$ cat src/sv/bba_pkg.sv
`default_nettype none

package bba_pkg;

   // default sizes
   localparam int NUM_BLOCKS_DEF      = 512;
   localparam int MAX_FILES_DEF       = 512;
   localparam int BLOCKS_PER_FILE_DEF = 5;

   // payload widths
   localparam int TYPE_W   = 2;
   localparam int KEY_W    = 16;
   localparam int SIZE_W   = 10;
   localparam int STATUS_W = 3;
   localparam int BLKNUM_W = 9;
   localparam int NEED_W   = 6;

   // one block is 2.0 KB, i.e. 20 tenths; ceil(size/20) = ((size + 19) * 3277) >> 16
   localparam int                 SUM_W     = 11;
   localparam int                 PROD_W    = 23;
   localparam logic [SUM_W-1:0]   SIZE_BIAS = 11'd19;
   localparam logic [PROD_W-1:0]  RECIP20   = 23'd3277;
   localparam int                 RECIP_SH  = 16;

   typedef enum logic [STATUS_W-1:0] {
      ST_OK       = 3'd0,
      ST_NOROOM   = 3'd1,
      ST_FULL     = 3'd2,
      ST_NOTFOUND = 3'd3,
      ST_TOOLARGE = 3'd4
   } status_type;

   typedef enum logic [TYPE_W-1:0] {
      REQ_CREATE = 2'd0,
      REQ_REMOVE = 2'd1,
      REQ_QUERY  = 2'd2,
      REQ_NONE   = 2'd3
   } req_kind_type;

   // controller to datapath
   typedef struct packed {
      logic       req_ready;
      logic       clr_step;
      logic       bidx_zero;
      logic       bm_rd;
      logic       bidx_inc;
      logic       take;
      logic       tb_new;
      logic       fidx_zero;
      logic       fidx_inc;
      logic       tb_rd;
      logic       j_zero;
      logic       q_emit;
      logic       r_free;
      logic       c_rd;
      logic       c_wr;
      logic       total_dec;
      logic       emit;
      status_type code;
   } cmd_type;

   // datapath to controller
   typedef struct packed {
      logic req_valid;
      logic is_create;
      logic is_remove;
      logic is_query;
      logic too_large;
      logic full;
      logic no_room;
      logic need_zero;
      logic bm_used;
      logic scan_last;
      logic tb_match;
      logic tb_last;
      logic total_zero;
      logic q_zero;
      logic q_last;
      logic j_end;
      logic more_move;
      logic move_more;
      logic out_free;
      logic clear_last;
   } sts_type;

endpackage

`default_nettype wire

$ cat src/sv/bba_ctrl.sv
`default_nettype none

module bba_ctrl (
   input  wire logic         clock,
   input  wire logic         reset,
   input  bba_pkg::sts_type  sts,
   output bba_pkg::cmd_type  cmd
);

   typedef enum logic [13:0] {
      S_CLEAR  = 14'b00000000000001,
      S_IDLE   = 14'b00000000000010,
      S_DECODE = 14'b00000000000100,
      S_BM_RD  = 14'b00000000001000,
      S_BM_CHK = 14'b00000000010000,
      S_TB_NEW = 14'b00000000100000,
      S_TB_RD  = 14'b00000001000000,
      S_TB_CHK = 14'b00000010000000,
      S_Q_OUT  = 14'b00000100000000,
      S_R_FREE = 14'b00001000000000,
      S_C_RD   = 14'b00010000000000,
      S_C_WR   = 14'b00100000000000,
      S_R_DONE = 14'b01000000000000,
      S_EMIT   = 14'b10000000000000
   } state_type;

   state_type            state_ff, state_in;
   bba_pkg::status_type  code_ff, code_in;

   // hold state and pending status code
   always_ff @(posedge clock) begin
      if (reset) begin
         state_ff <= S_CLEAR;
         code_ff  <= bba_pkg::ST_OK;
      end else begin
         state_ff <= state_in;
         code_ff  <= code_in;
      end
   end

   // sequence one item at a time
   always_comb begin
      state_in = state_ff;
      code_in  = code_ff;
      cmd      = '0;
      cmd.code = code_ff;
      unique case (state_ff)
         S_CLEAR: begin
            cmd.clr_step = 1'b1;
            if (sts.clear_last) state_in = S_IDLE;
         end
         S_IDLE: begin
            cmd.req_ready = 1'b1;
            if (sts.req_valid) state_in = S_DECODE;
         end
         S_DECODE: begin
            cmd.bidx_zero = 1'b1;
            cmd.fidx_zero = 1'b1;
            cmd.j_zero    = 1'b1;
            if (sts.is_create) begin
               if (sts.too_large) begin
                  code_in  = bba_pkg::ST_TOOLARGE;
                  state_in = S_EMIT;
               end else if (sts.full) begin
                  code_in  = bba_pkg::ST_FULL;
                  state_in = S_EMIT;
               end else if (sts.no_room) begin
                  code_in  = bba_pkg::ST_NOROOM;
                  state_in = S_EMIT;
               end else if (sts.need_zero) begin
                  code_in  = bba_pkg::ST_OK;
                  state_in = S_EMIT;
               end else begin
                  state_in = S_BM_RD;
               end
            end else if (sts.is_remove || sts.is_query) begin
               if (sts.total_zero) begin
                  code_in  = bba_pkg::ST_NOTFOUND;
                  state_in = S_EMIT;
               end else begin
                  state_in = S_TB_RD;
               end
            end else begin
               state_in = S_IDLE;
            end
         end
         S_BM_RD: begin
            cmd.bm_rd = 1'b1;
            state_in  = S_BM_CHK;
         end
         S_BM_CHK: begin
            if (sts.bm_used) begin
               cmd.bidx_inc = 1'b1;
               state_in     = S_BM_RD;
            end else if (sts.out_free) begin
               cmd.take     = 1'b1;
               cmd.bidx_inc = 1'b1;
               state_in     = sts.scan_last ? S_TB_NEW : S_BM_RD;
            end
         end
         S_TB_NEW: begin
            cmd.tb_new = 1'b1;
            state_in   = S_IDLE;
         end
         S_TB_RD: begin
            cmd.tb_rd = 1'b1;
            state_in  = S_TB_CHK;
         end
         S_TB_CHK: begin
            if (sts.tb_match) begin
               if (sts.is_remove) begin
                  state_in = S_R_FREE;
               end else if (sts.q_zero) begin
                  code_in  = bba_pkg::ST_OK;
                  state_in = S_EMIT;
               end else begin
                  state_in = S_Q_OUT;
               end
            end else if (sts.tb_last) begin
               code_in  = bba_pkg::ST_NOTFOUND;
               state_in = S_EMIT;
            end else begin
               cmd.fidx_inc = 1'b1;
               state_in     = S_TB_RD;
            end
         end
         S_Q_OUT: begin
            if (sts.out_free) begin
               cmd.q_emit = 1'b1;
               if (sts.q_last) state_in = S_IDLE;
            end
         end
         S_R_FREE: begin
            if (!sts.j_end) begin
               cmd.r_free = 1'b1;
            end else begin
               state_in = sts.more_move ? S_C_RD : S_R_DONE;
            end
         end
         S_C_RD: begin
            cmd.c_rd = 1'b1;
            state_in = S_C_WR;
         end
         S_C_WR: begin
            cmd.c_wr     = 1'b1;
            cmd.fidx_inc = 1'b1;
            state_in     = sts.move_more ? S_C_RD : S_R_DONE;
         end
         S_R_DONE: begin
            cmd.total_dec = 1'b1;
            code_in       = bba_pkg::ST_OK;
            state_in      = S_EMIT;
         end
         S_EMIT: begin
            if (sts.out_free) begin
               cmd.emit = 1'b1;
               state_in = (sts.is_create && code_ff == bba_pkg::ST_OK) ? S_TB_NEW : S_IDLE;
            end
         end
         default: state_in = S_IDLE;
      endcase
   end

endmodule

`default_nettype wire

$ cat config.mk
export PLATFORM = sky130hd
export DESIGN_NAME = bba_ctrl
export DESIGN_NICKNAME = d
export VERILOG_FILES = /design/src/sv/bba_pkg.sv /design/src/sv/bba_ctrl.sv
export SDC_FILE = /design/constraint.sdc
export NUM_CORES = 1
export LEC_CHECK = 0
export ABC_AREA = 1
export BUFFER_PORTS_ARGS = -buffer_cell sky130_fd_sc_hd__buf_4
export CORE_MARGIN = 4
export CORE_UTILIZATION = 55
export CTS_CLUSTER_DIAMETER = 60
export DETAILED_ROUTE_END_ITERATION = 16
export MAX_ROUTING_LAYER = met4
export PLACE_DENSITY = 0.85
export SYNTH_ARGS = -nofsm -noshare
export SYNTH_HDL_FRONTEND = slang
export SYNTH_SLANG_ARGS = --single-unit
export TNS_END_PERCENT = 20
$ cat constraint.sdc
create_clock -name clock -period 3.1 [get_ports clock]
set_input_delay 0.31 -clock clock [delete_from_list [all_inputs] [get_ports clock]]
set_output_delay 0.31 -clock clock [all_outputs]
set_load 0.02 [all_outputs]
# Word-level counts from Yosys, hierarchy flattened
# Cells that the tools add are included.
# W data, S select, Z words.
# word_totals
output_inout_bits,20
wordCells,92
register_bits,17
# op_classes
eq_ne,27
n_reduce_logical,6
n_mux,57
# ops
operator,count
$mux W14,19
$pmux W14 S13,1
$mux W3,11
$mux W13,2
$mux W1,18
$ne A3 B3 Y1 const B,6
$eq A14 B1 Y1 const B,1
$eq A14 B10 Y1 const B,1
$eq A14 B11 Y1 const B,1
$eq A14 B12 Y1 const B,1
$eq A14 B13 Y1 const B,1
$eq A14 B14 Y1 const B,1
$eq A14 B2 Y1 const B,1
$eq A14 B3 Y1 const B,1
$eq A14 B4 Y1 const B,1
$eq A14 B5 Y1 const B,1
$eq A14 B6 Y1 const B,1
$eq A14 B7 Y1 const B,1
$eq A14 B8 Y1 const B,1
$eq A14 B9 Y1 const B,1
$reduce_and A7 Y1,2
$mux W6,2
$ne A2 B2 Y1 const B,6
$pmux W3 S3,1
7 further kinds,8

# Depth between registers and ports, before layout
# Gate-level depths: netlist of run 1.
# logic_depth
depth_word,6
ltp_mapped,11
depth_no_buf,11

# Worst setup path after synthesis of run 1
# OpenSTA, ideal clock, no wires.
# synth_timing
path_type,reg2out
from,reg state_ff[10]
to,out cmd[11] (netlist bit)
path_slack_ps,1369
path_buffers,0
stages_incl_launch_ff,8
arrival_ps,1421
cell_sequence,dfxtp_1 > nor2_2 > nand3_4 > inv_4 > nand2_2 > inv_2 > nand2_1 > o21ai_0
# synth_lines
element,line,rtl
start: declaration,bba_ctrl.sv:27,"state_type state_ff, state_in;"
start signal: assignment,bba_ctrl.sv:36,state_ff <= state_in;
end: declaration,bba_ctrl.sv:7,output bba_pkg::cmd_type cmd

==> reports/summary.md, run 1 <==
### Status
• **result of the run** finished, final reports clean

### Drt
• **Detailed Route Iter0 Violations** 51
• **number of vias per cell after detailed routing** 5.11
• **total iterations of the first detailed-routing run** 4
• **number of design rule violations left after detail routing** 0
• **Via Count** 1487
• **total wire length** 3450 um
• **routed len/inst** 11.8 um
• **final antenna-violating net count** 0

### Critical path
• **r2r endpoint** state_ff[1]$_SDFFE_PP0P_
• **type of element launching the critical path** flip-flop
• **critical-path maximum fanout** 9
• **Worst R2R Setup Slack** 1450 ps
• **CP Class** flip-flop to output port
• **critical register-to-register path startpoint** state_ff[2]$_SDFFE_PP0P_
• **crit path DAT** 1760 ps
• **crit path capture type** output port
• **Worst EP required** 2790 ps
• **Worst Reg-to-Reg Cells** 10

### Die
• **starting density of the core** 0.595
• **number of top-level pins** 42
• **x dimension of the die** 57.8 um
• **Core Region** 0.00230 mm^2
• **Die Footprint** 0.00335 mm^2
• **number of cell rows** 17
• **overall die height** 57.8 um

### Clock tree
• **post-CTS setup-driven buffer insertion count** 0
• **clock tree from TritonCTS** yes
• **library cell used as clock root buffer** clkbuf_4
• **clock edge transition at the registers on the reported setup and hold paths** 110 ps
• **clock latency reported for the late side of the worst-skew pair** 300 ps
• **hold-fix buffers at CTS** 0
• **deepest level of the CTS H-tree** 1
• **# resized after CTS** 0
• **deepest clock path buffer count** 2
• **total clock buffers created by CTS** 3
• **clock sinks** 17

### STA
• **fin. max-slew vios** 0
• **final total negative setup slack** 0 ps
• **RSZ-0062 raised after global routing** false
• **top achievable clock speed** 483 MHz
• **clock skew** 9.23 ps
• **actual slew at the worst max-slew pin** 377 ps
• **share of the cycle needed by the critical path after routing** 0.668
• **Period minus WS final** 2070 ps
• **final setup vio count** 0
• **final hold violations** 0
• **max-slew headroom at the worst pin** 0.746

### Synth
• **count of cell types in the netlist** 28
• **register bit total from synthesis** 17
• **average cell area after synthesis** 6.15 um^2
• **xor and xnor fraction of the mapped netlist area** 0
• **compound-gate portion of the synthesized area** 0.0714
• **number of warnings issued by yosys** 0
• **proportion of synthesized area in mux cells** 0
• **Synth Area in Simple Gates** 0.550
• **netlist area before placement** 0.00137 mm^2
• **synthesized instance count** 222
• **sequential cell area fraction in the yosys report** 0.249
• **nets in the synthesized netlist** 244
• **combinational family with the most area after synthesis** simple AND/OR/NAND/NOR gates
• **post-synthesis adder-cell area fraction** 0

### Pwr
• **VDD IR-drop max** 0.224 mV
• **ratio of total power to cell area** 299 mW/mm^2
• **static leakage** 0.000941 uW

### Global routing
• **pin count of the biggest net entering global routing** 13
• **grt total ovfl** 0
• **initial antenna violation count** 0
• **total routing resource utilization after global routing** 0.233
• **wire length of the first global-routing pass** 5870 um
• **via count of the first global-routing pass** 1366

### Finish
• **ratio of cells with drive above 1 in the final layout** 0.297
• **area overhead of the layout relative to synthesis** 24.2%
• **Util after Layout** 0.739
• **post-layout net count** 286
• **total inserted antenna cells** 0

### Placement
• **HPWL Detailed** 2850 um
• **number of buffers inserted by port buffering** 41
• **weighted congestion reported at the end of routability-driven placement** 0.943

### Hold path
• **type of the worst min-delay path** input port to flip-flop
• **Min-Delay Startpoint** reset
• **Worst Hold End** state_ff[8]$_SDFFE_PP0P_
• **depth of the worst hold-timing path** 2

### Run
• **Maximum Capacitance Violations** 0

flip-flops by register name, indices dropped and copies added, names as in the netlist:
name / flops
code_ff: 3
state_ff: 14
cells by family after synthesis:
kind of cell           after synthesis
AOI/OAI and AO/OA                   18
buffers and inverters               40
DFF                                 17
and+or+nand+nor                    147
stage by stage:
| stage | cells | total power [uW] | hold slack [ps] | area, um^2 | worst slack [ps] |
|---|---|---|---|---|---|
| 5_1_grt | 291 | 537 | 252 | 1700 | 877 |
| 3_5_place_dp | 287 | 383 | 516 | 1670 | 1390 |
| 2_1_floorplan | 222 | 342 | 453 | 1370 | 1370 |
| 6_report | 291 | 507 | 260 | 1700 | 1030 |
| 3_3_place_gp | 287 | 381 | 503 | 1670 | 1380 |
| 4_1_cts | 291 | 506 | 257 | 1700 | 1040 |
final cells by class:
class                   instances  area (um^2)
clock buffers                   4         26.3
fillers                       207          601
inverters                      36          138
multi-input cells             165          850
flip-flops and latches         17          340
well taps                      28         35.0
repair buffers                 41          308
power breakdown:
part | internal [uW] | switching, uW | total, uW
logic | 57.6 | 91.4 | 149
registers | 225 | 4.98 | 230
clock network | 50.2 | 77.4 | 128
total | 333 | 174 | 507
layout by cell type (no fill, tap or decap), types with 2 or more instances in the layout:
cell / instances
nor2_2: 12
nor4_1: 2
inv_1: 33
o21ai_0: 10
inv_2: 2
o22ai_1: 2
nand4_1: 2
nand3_2: 2
nand2_2: 9
nand3_1: 15
a21oi_1: 4
nand3_4: 2
nor2_1: 39
clkbuf_4: 3
dfxtp_1: 17
nor3_1: 8
nand2_1: 48
nand3b_1: 2
buf_4: 41
nand2_4: 2
worst max path at each step:
stage	from	to	slack, ps	cells past startpoint
after CTS	state_ff[10]$_SDFFE_PP0P_	cmd[11]	1040	8
after floorplan	state_ff[10]$_SDFFE_PP0P_	cmd[11]	1370	7
after global placement	state_ff[10]$_SDFFE_PP0P_	cmd[11]	1380	8
after detailed placement	state_ff[2]$_SDFFE_PP0P_	cmd[11]	1390	8
final	state_ff[10]$_SDFFE_PP0P_	cmd[11]	1030	8
after global routing	state_ff[8]$_SDFFE_PP0P_	cmd[11]	880	8
synth_stat cells:
cell       n  area (um^2)
inv_1     33          124
buf_4      2         15.0
nand4_1    2         12.5
dfxtp_1   17          340
o22ai_1    2         12.5
nand3_1   15         75.1
a31oi_1    1         6.26
buf_12     1         20.0
nor2_2    12         75.1
inv_4      1         6.26
nor2_8     1         20.0
nand2_4    2         22.5
o22a_1     1         8.76
nor2_4     1         11.3
nand2_2    9         56.3
nand3b_4   1         20.0
o21ai_0   10         50.1
nand2_1   48          180
inv_2      2         7.51
nand3_4    2         35.0
nand3_2    2         20.0
nor3_2     1         10.0
nor2_1    39          146
nor4_1     2         12.5
nand3b_1   2         15.0
a21oi_1    4         20.0
nor3_1     8         40.0
clkbuf_1   1         3.75
worst max-delay path: stages (launching register included):
cell and delay (ps):
dfxtp_1 350, nor2_2 220, nand3_4 150, inv_4 130, nand2_2 100, inv_2 70
nand2_1 90, o21ai_0 170, buf_4 170
routing by layer:
layer  GRT usage  part of all wire  up-vias
met5           -                 0        -
met4       0.113             0.016        0
met3      0.0379             0.078        8
met2       0.360              0.46       69
met1       0.294              0.45      634
li1            -                 -      776
Power figures use the tool's default switching activity.
==> run 2, diff against run 1 <==
--- a/config.mk
+++ b/config.mk
@@ -5,14 +5,14 @@
 export SDC_FILE = /design/constraint.sdc
 export NUM_CORES = 1
 export LEC_CHECK = 0
-export ABC_AREA = 1
+export ABC_AREA = 0
 export BUFFER_PORTS_ARGS = -buffer_cell sky130_fd_sc_hd__buf_4
 export CORE_MARGIN = 4
-export CORE_UTILIZATION = 55
+export CORE_UTILIZATION = 50
 export CTS_CLUSTER_DIAMETER = 60
 export DETAILED_ROUTE_END_ITERATION = 16
 export MAX_ROUTING_LAYER = met4
-export PLACE_DENSITY = 0.85
+export PLACE_DENSITY = 0.79
 export SYNTH_ARGS = -nofsm -noshare
 export SYNTH_HDL_FRONTEND = slang
 export SYNTH_SLANG_ARGS = --single-unit
==> constraint.sdc (replaced) <==
create_clock -name clock -period 2.17 [get_ports clock]
set_input_delay 0.217 -clock clock [delete_from_list [all_inputs] [get_ports clock]]
set_output_delay 0.217 -clock clock [all_outputs]
set_load 0.02 [all_outputs]
==> reports/summary.md, run 2 <==
### Status
• **result of the run** complete, but fails checks, was finished, final reports clean
• **violations in the final reports** setup timing

### Critical path
• **Worst EP required** 1950 ps, was 2790 ps
• **type of element launching the critical path** flip-flop, unchanged
• **critical register-to-register path startpoint** state_ff[0]$_SDFFE_PP1P_, was state_ff[2]$_SDFFE_PP0P_
• **r2r endpoint** state_ff[12]$_SDFFE_PP0P_, was state_ff[1]$_SDFFE_PP0P_
• **Worst Reg-to-Reg Cells** 6, was 10
• **crit path capture type** output port, unchanged
• **crit path DAT** 2140 ps, was 1760 ps
• **Worst R2R Setup Slack** -100 ps, was 1450 ps
• **CP Class** flip-flop to output port, unchanged
• **critical-path maximum fanout** 6, was 9

### Finish
• **Top Registers** state_ff (14), code_ff (3), unchanged
• **number of flip-flops in the largest register** 14, unchanged
• **post-layout net count** 264, was 286
• **top library cells by usage in the layout, fill and taps aside** 72 x buf_4, 24 x nor2_1, 14 x dfxtp_1, was 48 x nand2_1, 41 x buf_4, 39 x nor2_1
• **commonest non-fill, non-tap cell in the layout** buf_4, was nand2_1
• **Reg with most FFs** state_ff, unchanged
• **count of non-filler cells in the finished layout** 269, was 291
• **Util after Layout** 0.893, was 0.739
• **post-layout instance area** 0.00205 mm^2, was 0.00170 mm^2
• **area overhead of the layout relative to synthesis** 63.4%, was 24.2%
• **ratio of cells with drive above 1 in the final layout** 0.515, was 0.297
• **total inserted antenna cells** 0, unchanged

### Pwr
• **ratio of total power to cell area** 348 mW/mm^2, was 299 mW/mm^2
• **static leakage** 0.000935 uW, was 0.000941 uW
• **total power draw** 714 uW, was 507 uW
• **VDD IR-drop max** 0.426 mV, was 0.224 mV

### Global routing
• **grt total ovfl** 0, unchanged
• **initial antenna violation count** 0, unchanged
• **wire length of the first global-routing pass** 7250 um, was 5870 um
• **total routing resource utilization after global routing** 0.289, was 0.233
• **via count of the first global-routing pass** 1557, was 1366
• **pin count of the biggest net entering global routing** 14, was 13

### Drt
• **total wire length** 5640 um, was 3450 um
• **routed len/inst** 21.0 um, was 11.8 um
• **total iterations of the first detailed-routing run** 6, was 4
• **Via Count** 1819, was 1487
• **final antenna-violating net count** 0, unchanged
• **number of design rule violations left after detail routing** 0, unchanged
• **number of vias per cell after detailed routing** 6.76, was 5.11
• **Detailed Route Iter0 Violations** 182, was 51

### Synth
• **ys async rst share** 0, unchanged
• **most frequently used flop master after synthesis** dfxtp_1, unchanged
• **EDFF count, synth** 0, unchanged
• **most numerous cell in the Yosys netlist** nor2_1, was nand2_1
• **count of cell types in the netlist** 47, was 28
• **average cell area after synthesis** 7.51 um^2, was 6.15 um^2
• **share of Yosys cell area claimed by the top area cell type** 0.271, was 0.249
• **netlist area before placement** 0.00125 mm^2, was 0.00137 mm^2
• **library cell with the largest summed area after synthesis** dfxtp_1, unchanged
• **number of warnings issued by yosys** 0, unchanged
• **sequential cell area fraction in the yosys report** 0.271, was 0.249
• **nets in the synthesized netlist** 189, was 244
• **synth cell count leaders** 29 x nor2_1, 17 x dfxtp_1, 10 x a21oi_1, 10 x nand2_1, 8 x nor3_1, was 48 x nand2_1, 39 x nor2_1, 33 x inv_1, 17 x dfxtp_1, 15 x nand3_1
• **register bit total from synthesis** 17, unchanged
• **top area cells in the synthesized netlist** dfxtp_1 27%, nor2_1 8.7%, and4b_1 4.8%, was dfxtp_1 25%, nand2_1 13%, nor2_1 11%
• **synthesized instance count** 167, was 222

### STA
• **final hold violations** 0, unchanged
• **min setup slack post-route** -187 ps, was 1030 ps
• **final setup vio count** 22, was 0
• **Period minus WS final** 2360 ps
• **share of the cycle needed by the critical path after routing** 1.09
• **clock skew** 4.72 ps, was 9.23 ps
• **fin. max-slew vios** 0, unchanged
• **actual slew at the worst max-slew pin** 782 ps, was 377 ps
• **max-slew headroom at the worst pin** 0.471, was 0.746
• **RSZ-0062 raised after global routing** true, was false
• **top achievable clock speed** 424 MHz

### Hold path
• **depth of the worst hold-timing path** 3, was 2
• **type of the worst min-delay path** input port to flip-flop, unchanged
• **Min-Delay Startpoint** sts[3], was reset
• **Worst Hold End** state_ff[10]$_SDFFE_PP0P_, was state_ff[8]$_SDFFE_PP0P_

### Placement
• **placement-stage worst setup slack** -38.0 ps, was 1390 ps
• **total cell area at the placement stage** 0.00175 mm^2, was 0.00167 mm^2
• **number of cells in the design after placement** 252, was 287
• **number of buffers inserted by port buffering** 41, unchanged
• **weighted congestion reported at the end of routability-driven placement** 0.922, was 0.943
• **HPWL Detailed** 3330 um, was 2850 um

### Run
• **Maximum Capacitance Violations** 0, unchanged

### Die
• **overall die height** 58.1 um, was 57.8 um
• **Die Footprint** 0.00338 mm^2, was 0.00335 mm^2
• **number of top-level pins** 42, unchanged
• **number of cell rows** 17, unchanged
• **Core Region** 0.00230 mm^2, unchanged
• **x dimension of the die** 58.1 um, was 57.8 um
• **starting density of the core** 0.546, was 0.595

### Clock tree
• **deepest level of the CTS H-tree** 1, unchanged
• **clock edge transition at the registers on the reported setup and hold paths** 110 ps, about the same
• **clock tree from TritonCTS** yes, unchanged
• **total clock buffers created by CTS** 3, unchanged
• **clock sinks** 17, unchanged
• **clock latency reported for the late side of the worst-skew pair** 310 ps, was 300 ps
• **library cell used as clock root buffer** clkbuf_4, unchanged
• **deepest clock path buffer count** 2, unchanged

[run 2: changes by cell type after synthesis, moves of 9 or more]
| cell | delta |
|---|---|
| inv_1 | -27 |
| nand2_1 | -38 |
| nand2_2 | -9 |
| nand3_1 | -12 |
| nor2_1 | -10 |
| nor2_2 | -12 |
[run 2: worst max-delay path by stage]
stage / startpoint / endpoint / slack [ps]
final: state_ff[0]$_SDFFE_PP1P_ / cmd[14] / -190
after global routing: state_ff[8]$_SDFFE_PP0P_ / cmd[11] / -300
after CTS: state_ff[1]$_SDFFE_PP0P_ / cmd[11] / -110
after detailed placement: state_ff[0]$_SDFFE_PP1P_ / state_ff[12]$_SDFFE_PP0P_ / -40
after global placement: state_ff[4]$_SDFFE_PP0P_ / state_ff[12]$_SDFFE_PP0P_ / 10
after floorplan: state_ff[4]$_SDFFE_PP0P_ / state_ff[3]$_SDFFE_PP0P_ / -30
[run 2: repair_timing]
action / 4_1_cts / 5_1_grt
setup endpoints to repair: 19 / 23
buffers inserted: 7 / 6
pin swaps: 11 / 4
hold buffers: 0 / 0
resized for setup: 20 / 24
[run 2: power by group]
part / leakage (uW) / switching [uW] / internal (uW)
clock network: 0.0000177 / 116 / 68.9
logic: 0.000779 / 104 / 99.0
registers: 0.000138 / 6.26 / 319
[run 2: layer usage]
metal | wire length (um) | global-route usage | share of wire | up-vias
met5 | 0 | - | 0 | -
met4 | 345 | 0.119 | 0.061 | 0
met3 | 595 | 0.0401 | 0.11 | 47
met2 | 2660 | 0.471 | 0.47 | 157
met1 | 2040 | 0.356 | 0.36 | 848
li1 | - | - | - | 767
[run 2: final cells by class]
| cell class | instances | area (um^2) |
|---|---|---|
| repair buffers | 79 | 623 |
| clock inverters | 1 | 5.00 |
| fillers | 106 | 246 |
| flip-flops and latches | 17 | 344 |
| well taps | 28 | 35.0 |
| inverters | 6 | 22.5 |
| clock buffers | 3 | 22.5 |
| multi-input cells | 135 | 998 |
[run 2: stage by stage]
step / setup TNS [ps] / hold slack (ps)
CTS: -331 / 169
detailed placement: -42.8 / 483
floorplan: -137 / 289
global placement: 0 / 475
finish: -2130 / 178
global route: -3730 / 166
[run 2: kinds of logic (layout without fill, tap and decap cells)]
family          Yosys count  count (layout)  synth area share
flops                    17              17             0.271
simple gates            102             102             0.489
compound gates           30              30             0.162
buf+inv                  15              89            0.0578
xor+xnor                  3               3            0.0209
[run 2: worst max-delay path, stage by stage (launching register included)]
cell and delay (ps):
dfxtp_2 350, or4_4 610, nor3_4 280, buf_6 150, and2_4 150, and3_4 180, buf_6 110
